<file path="src/rtl/core/wpf_pkg.sv">
package wpf_pkg;

  localparam logic [1:0] MODE_CLEAR    = 2'd0;
  localparam logic [1:0] MODE_APPEND   = 2'd1;
  localparam logic [1:0] MODE_CLASSIFY = 2'd2;

  typedef struct packed {
    logic [1:0]  mode;
    logic        rule_permit;
    logic [63:0] source_chars;
    logic [63:0] dest_chars;
  } in_word_t;

  typedef struct packed {
    logic       accepted;
    logic       any_match;
    logic [5:0] winning_rule;
  } out_word_t;

  typedef struct packed {
    logic capture;
    logic clear;
    logic append;
    logic scan_init;
    logic scan_run;
    logic res_none;
    logic out_load;
  } cmd_t;

  typedef struct packed {
    logic [1:0] in_mode;
    logic       count_zero;
    logic       hit;
    logic       last;
    logic       out_free;
  } status_t;

endpackage

</file>
<file path="src/rtl/core/wpf_ctrl.sv">
module wpf_ctrl
  import wpf_pkg::*;
(
  input  logic    clk_i,
  input  logic    rst_ni,
  input  logic    in_valid_i,
  output logic    in_stall_o,
  input  status_t st_i,
  output cmd_t    cmd_o
);

  localparam logic [1:0] S_IDLE = 2'd0;
  localparam logic [1:0] S_SCAN = 2'd1;
  localparam logic [1:0] S_RES  = 2'd2;

  logic [1:0] state_q, state_d;

  assign in_stall_o = (state_q != S_IDLE);

  always_comb begin
    state_d = state_q;
    cmd_o   = '0;
    unique case (state_q)
      S_IDLE: begin
        if (in_valid_i) begin
          unique case (st_i.in_mode)
            MODE_CLEAR:  cmd_o.clear = 1'b1;
            MODE_APPEND: cmd_o.append = 1'b1;
            MODE_CLASSIFY: begin
              cmd_o.capture = 1'b1;
              if (st_i.count_zero) begin
                cmd_o.res_none = 1'b1;
                state_d        = S_RES;
              end else begin
                cmd_o.scan_init = 1'b1;
                state_d         = S_SCAN;
              end
            end
            default: ;
          endcase
        end
      end
      S_SCAN: begin
        cmd_o.scan_run = 1'b1;
        if (st_i.hit) begin
          state_d = S_RES;
        end else if (st_i.last) begin
          cmd_o.res_none = 1'b1;
          state_d        = S_RES;
        end
      end
      S_RES: begin
        if (st_i.out_free) begin
          cmd_o.out_load = 1'b1;
          state_d        = S_IDLE;
        end
      end
      default: state_d = S_IDLE;
    endcase
  end

  always_ff @(posedge clk_i or negedge rst_ni) begin
    if (!rst_ni) begin
      state_q <= S_IDLE;
    end else begin
      state_q <= state_d;
    end
  end

  a_hit_ends_scan: assert property (@(posedge clk_i) disable iff (!rst_ni)
    (state_q == S_SCAN && st_i.hit) |=> (state_q == S_RES))
    else $error("scan did not stop on a hit");

  a_scan_needs_rules: assert property (@(posedge clk_i) disable iff (!rst_ni)
    cmd_o.scan_init |-> !st_i.count_zero)
    else $error("scan started on an empty table");

  a_load_only_when_free: assert property (@(posedge clk_i) disable iff (!rst_ni)
    cmd_o.out_load |-> (st_i.out_free && state_q == S_RES))
    else $error("result loaded into a busy output register");

endmodule

</file>
<file path="config.mk">
export PLATFORM = sky130hd
export DESIGN_NAME = wpf_ctrl
export DESIGN_NICKNAME = d
export VERILOG_FILES = /design/src/rtl/core/wpf_pkg.sv /design/src/rtl/core/wpf_ctrl.sv
export SDC_FILE = /design/constraint.sdc
export NUM_CORES = 1
export LEC_CHECK = 0
export CORE_AREA = 2 2 39 41
export CTS_CLUSTER_SIZE = 30
export DETAILED_ROUTE_END_ITERATION = 10
export DIE_AREA = 0 0 41 43
export DONT_BUFFER_PORTS = 1
export SLEW_MARGIN = 20
export SYNTH_ARGS = -nofsm -noshare
export SYNTH_HDL_FRONTEND = slang
export SYNTH_SLANG_ARGS = --single-unit
</file>
<file path="constraint.sdc">
create_clock -name clk_i -period 1.8 [get_ports clk_i]
set_clock_uncertainty 0.15 [all_clocks]
set_input_delay 0.18 -clock clk_i [delete_from_list [all_inputs] [get_ports clk_i]]
set_output_delay 0.18 -clock clk_i [all_outputs]
set_load 0.1 [all_outputs]
</file>
; After elaboration in Yosys (flattened, before gate mapping)
; Cells that the tools add are included.
[word_totals]
out_inout_bits = 8
input_bits = 9
word_cells = 36
ff_bits = 2
[op_classes]
mux = 23
eq_ne = 8
reduce_logical = 4
[op_table]
columns = op, n
row1 = $mux W1, 13
row2 = $mux W2, 6
row3 = $mux W4, 2
row4 = $pmux W2 S3, 1
row5 = $eq A2 B1 Y1 const B, 2
row6 = $eq A2 B2 Y1 const B, 2
row7 = $logic_not A2 Y1, 2
row8 = $ne A2 B2 Y1 const B, 2
row9 = $reduce_and A4 Y1, 1
row10 = $ne A3 B3 Y1 const B, 1
row11 = $ne A2 B1 Y1 const B, 1
row12 = $pmux W1 S2, 1
row13 = $reduce_bool A2 Y1, 1

; Depth between registers and ports, before layout
[logic_depth]
ltp_word = 4
depth_mapped = 4
mapped_depth_nobuf = 4

; Worst setup path after synthesis
; Ideal clock, no wire load.
[synth_path]
kind = reg-to-output
start = reg state_q[1]
end = out cmd_o[4] (netlist bit)
path_slack_ns = -1.521
stages_incl_launch_ff = 3
required_time_ns = 1.470
n_path_buf = 0
arrival_time_ns = 2.991
cell_sequence = dfrtp_1 -> or3b_4 -> nor3b_1
[synth_rtl]
columns = element, line_no
row1 = "start, declared", wpf_ctrl.sv:16  ; logic [1:0] state_q, state_d;
row2 = "start signal, assigned", wpf_ctrl.sv:66  ; state_q <= state_d;
row3 = "end, declared", wpf_ctrl.sv:9  ; output cmd_t cmd_o

==> impl_results.md <==
* Status: finished with violations
* Failing checks: negative setup slack
* Finished Layout Cells at 54
* Required @ worst endpoint at 1.47 ns
* Hold WS at 0.04344 ns
* Top Ports at 17
* Post-synth EDFFs at 0
* LEAKAGE at 0.2129 nW
* Synth top area cells: dfrtp_1 31%, or3b_4 14%, nor2_1 9.2%
* Total gr overflow at 0
* Final Util at 0.3174
* Count of cell types in the netlist at 13
* Clk buf depth at 2
* Fmax at 463.8 MHz
* Final WL at 530 µm
* Via count at 208
* Initial Util at 0.1184
* Syn_nets at 28
* CP startpoint kind: flip-flop
* Final setup viols at 5
* Synth Register Bits at 2
* Placed cell count at 43
* Setup WS post-layout at -0.3562 ns
* Fin nets at 49
* Largest register FFs at 2
* Worst-path fanout max at 5
* Prevailing post-synth register cell: dfrtp_1
* Worst skew pair latency at 0.22 ns
* Slew Limit Fails at 0
* Worst hold path type: input pin to asynchronous set/reset pin
* Final Critical Period at 2.156 ns
* Final Hold Fails at 0
* Initial antenna violation count at 0
* Register Area at 50.05 µm²
* Chip width at 41 µm
* R2r worst-path depth at 5
* CTS sink cnt at 2
* Largest Register: state_q
* Diodes inserted at 0
* Die Ht at 43 µm
* Post-synth ARST share at 1.000
* Yosys top cell area share at 0.3053
* Warnings from Yosys at 0
* DR DRC count at 0
* Endpoint class of the critical path: output pin
* Routed Antenna Nets at 0
* Drt via density at 3.852
* First-pass GRT wire length at 848 µm
* Synth Instances at 19
* Drt pass-1 iters at 2
* RSZ-0062 raised after global routing: true
* Fill count at 151
* TritonCTS Buffers at 3
* Slew HR at 0.6592
* Port-buffer cells at 0
* Die footprint at 0.001763 mm²
* Std-Cell Core Area at 0.001384 mm²
* Biggest regs: state_q x2
* # rows at 14
* Area of the mapped netlist at 163.9 µm²
* Gr usage total at 0.07530
* Iter 0 DRT Violations at 3
* Clock Pin Slew Worst Setup and Hold Paths at 0.03 ns
* Layout cells sized above 1 at 0.6053
* IR drop worst, VDD at 0.2340 mV
* CTS tree: yes
* Critical Path AT at 1.83 ns
* Avg Inst Size Synth at 8.627 µm²
* Sequential element share of the synthesized area at 0.3053
* Root buffer cell: clkbuf_4
* Vias in the first global route at 224
* WS Path Type: flip-flop to output pin
* Top-count cell post-synth: nor2_1
* Post-synth top area cell: dfrtp_1
* Post-synth top cells: 4 x nor2_1, 2 x dfrtp_1, 2 x nor3b_1, 2 x or3b_4
* Fin crit share at 1.198
* H-tree depth at 1
* Pwr Density at 703.6 mW/mm²
* WL/cell at 9.815 µm
* Max-Cap Viols at 0
* Largest net degree at the start of global routing at 6
* Synthesis-to-layout area growth at 167.9%
* Worst-Margin Slew at 0.5142 ns
* Pre-CTS worst setup slack at -0.1308 ns
* Multi-input gate area at 143.9 µm²
* GP Congestion at 0.6336
layout by cell type (no fill, tap or decap), types with 2 or more instances in the layout:
master and instances:
nor2_1 3, buf_4 6, dlygate4sd3_1 4, buf_6 2, dfrtp_1 2, or3b_4 2, clkbuf_4 3, buf_12 4
power by group:
group / total, mW / internal [mW] / switching, mW
Combinational: 0.161 / 0.0591 / 0.102
Clock: 0.0970 / 0.0734 / 0.0236
Sequential: 0.0513 / 0.0488 / 0.00257
what timing repair did:
action,CTS,global route
endpoints found under the setup margin,5,5
hold buffers,4,0
gates resized for setup,5,1
cloned,0,0
pin swaps,2,1
setup buffers,4,1
hold endpoints to repair,4,0
critical path: stages, from the launching register on:
cell     delay [ns]
dfrtp_1        0.39
or3b_4         0.40
or3b_4         0.44
inv_8          0.07
a22o_4         0.30
layout make-up:
| cell class | count | area share |
|---|---|---|
| Clock buffer | 3 | 0.05128 |
| Inverter | 2 | 0.03419 |
| Multi-Input combinational cell | 15 | 0.3276 |
| Sequential cell | 2 | 0.1140 |
| Tap cell | 16 | 0.04558 |
| Timing Repair Buffer | 16 | 0.4274 |
logic make-up after synthesis:
kind of cell / count (synthesis) / share of synthesized area
AND/OR/NAND/NOR: 12 / 0.4809
AO/OA/AOI/OAI: 3 / 0.1680
flip-flops: 2 / 0.3054
buffers and inverters: 2 / 0.04576
final timing paths:
path	start	endpoint	slack, ns
setup / recovery	state_q[1]	cmd_o[1]	-0.36
hold / removal	rst_ni	state_q[0]	0.04
setup reg to reg	state_q[1]	state_q[1]	0.08
hold reg to reg	state_q[1]	state_q[0]	0.55
max in group asynchronous	rst_ni	state_q[1]	1.33
min in group clk_i	st_i[2]	state_q[1]	0.06
routing by layer:
| layer | GRT usage | wire [µm] |
|---|---|---|
| met5 | 0 | 0 |
| met4 | 0.06000 | 0 |
| met3 | 0.03141 | 70 |
| met2 | 0.1156 | 297 |
| met1 | 0.07395 | 162 |
per-stage QoR:
step	setup TNS, ns	area [µm²]	power (mW)
2_1_floorplan	-0.8226	209.0	0.1616
6_report	-1.493	439.2	0.3090
5_1_grt	-1.794	439.2	0.3264
3_3_place_gp	-0.2679	326.6	0.1876
3_5_place_dp	-0.2921	326.6	0.1882
4_1_cts	-1.588	439.2	0.3151
No activity file was read; power rests on OpenSTA's default activity.
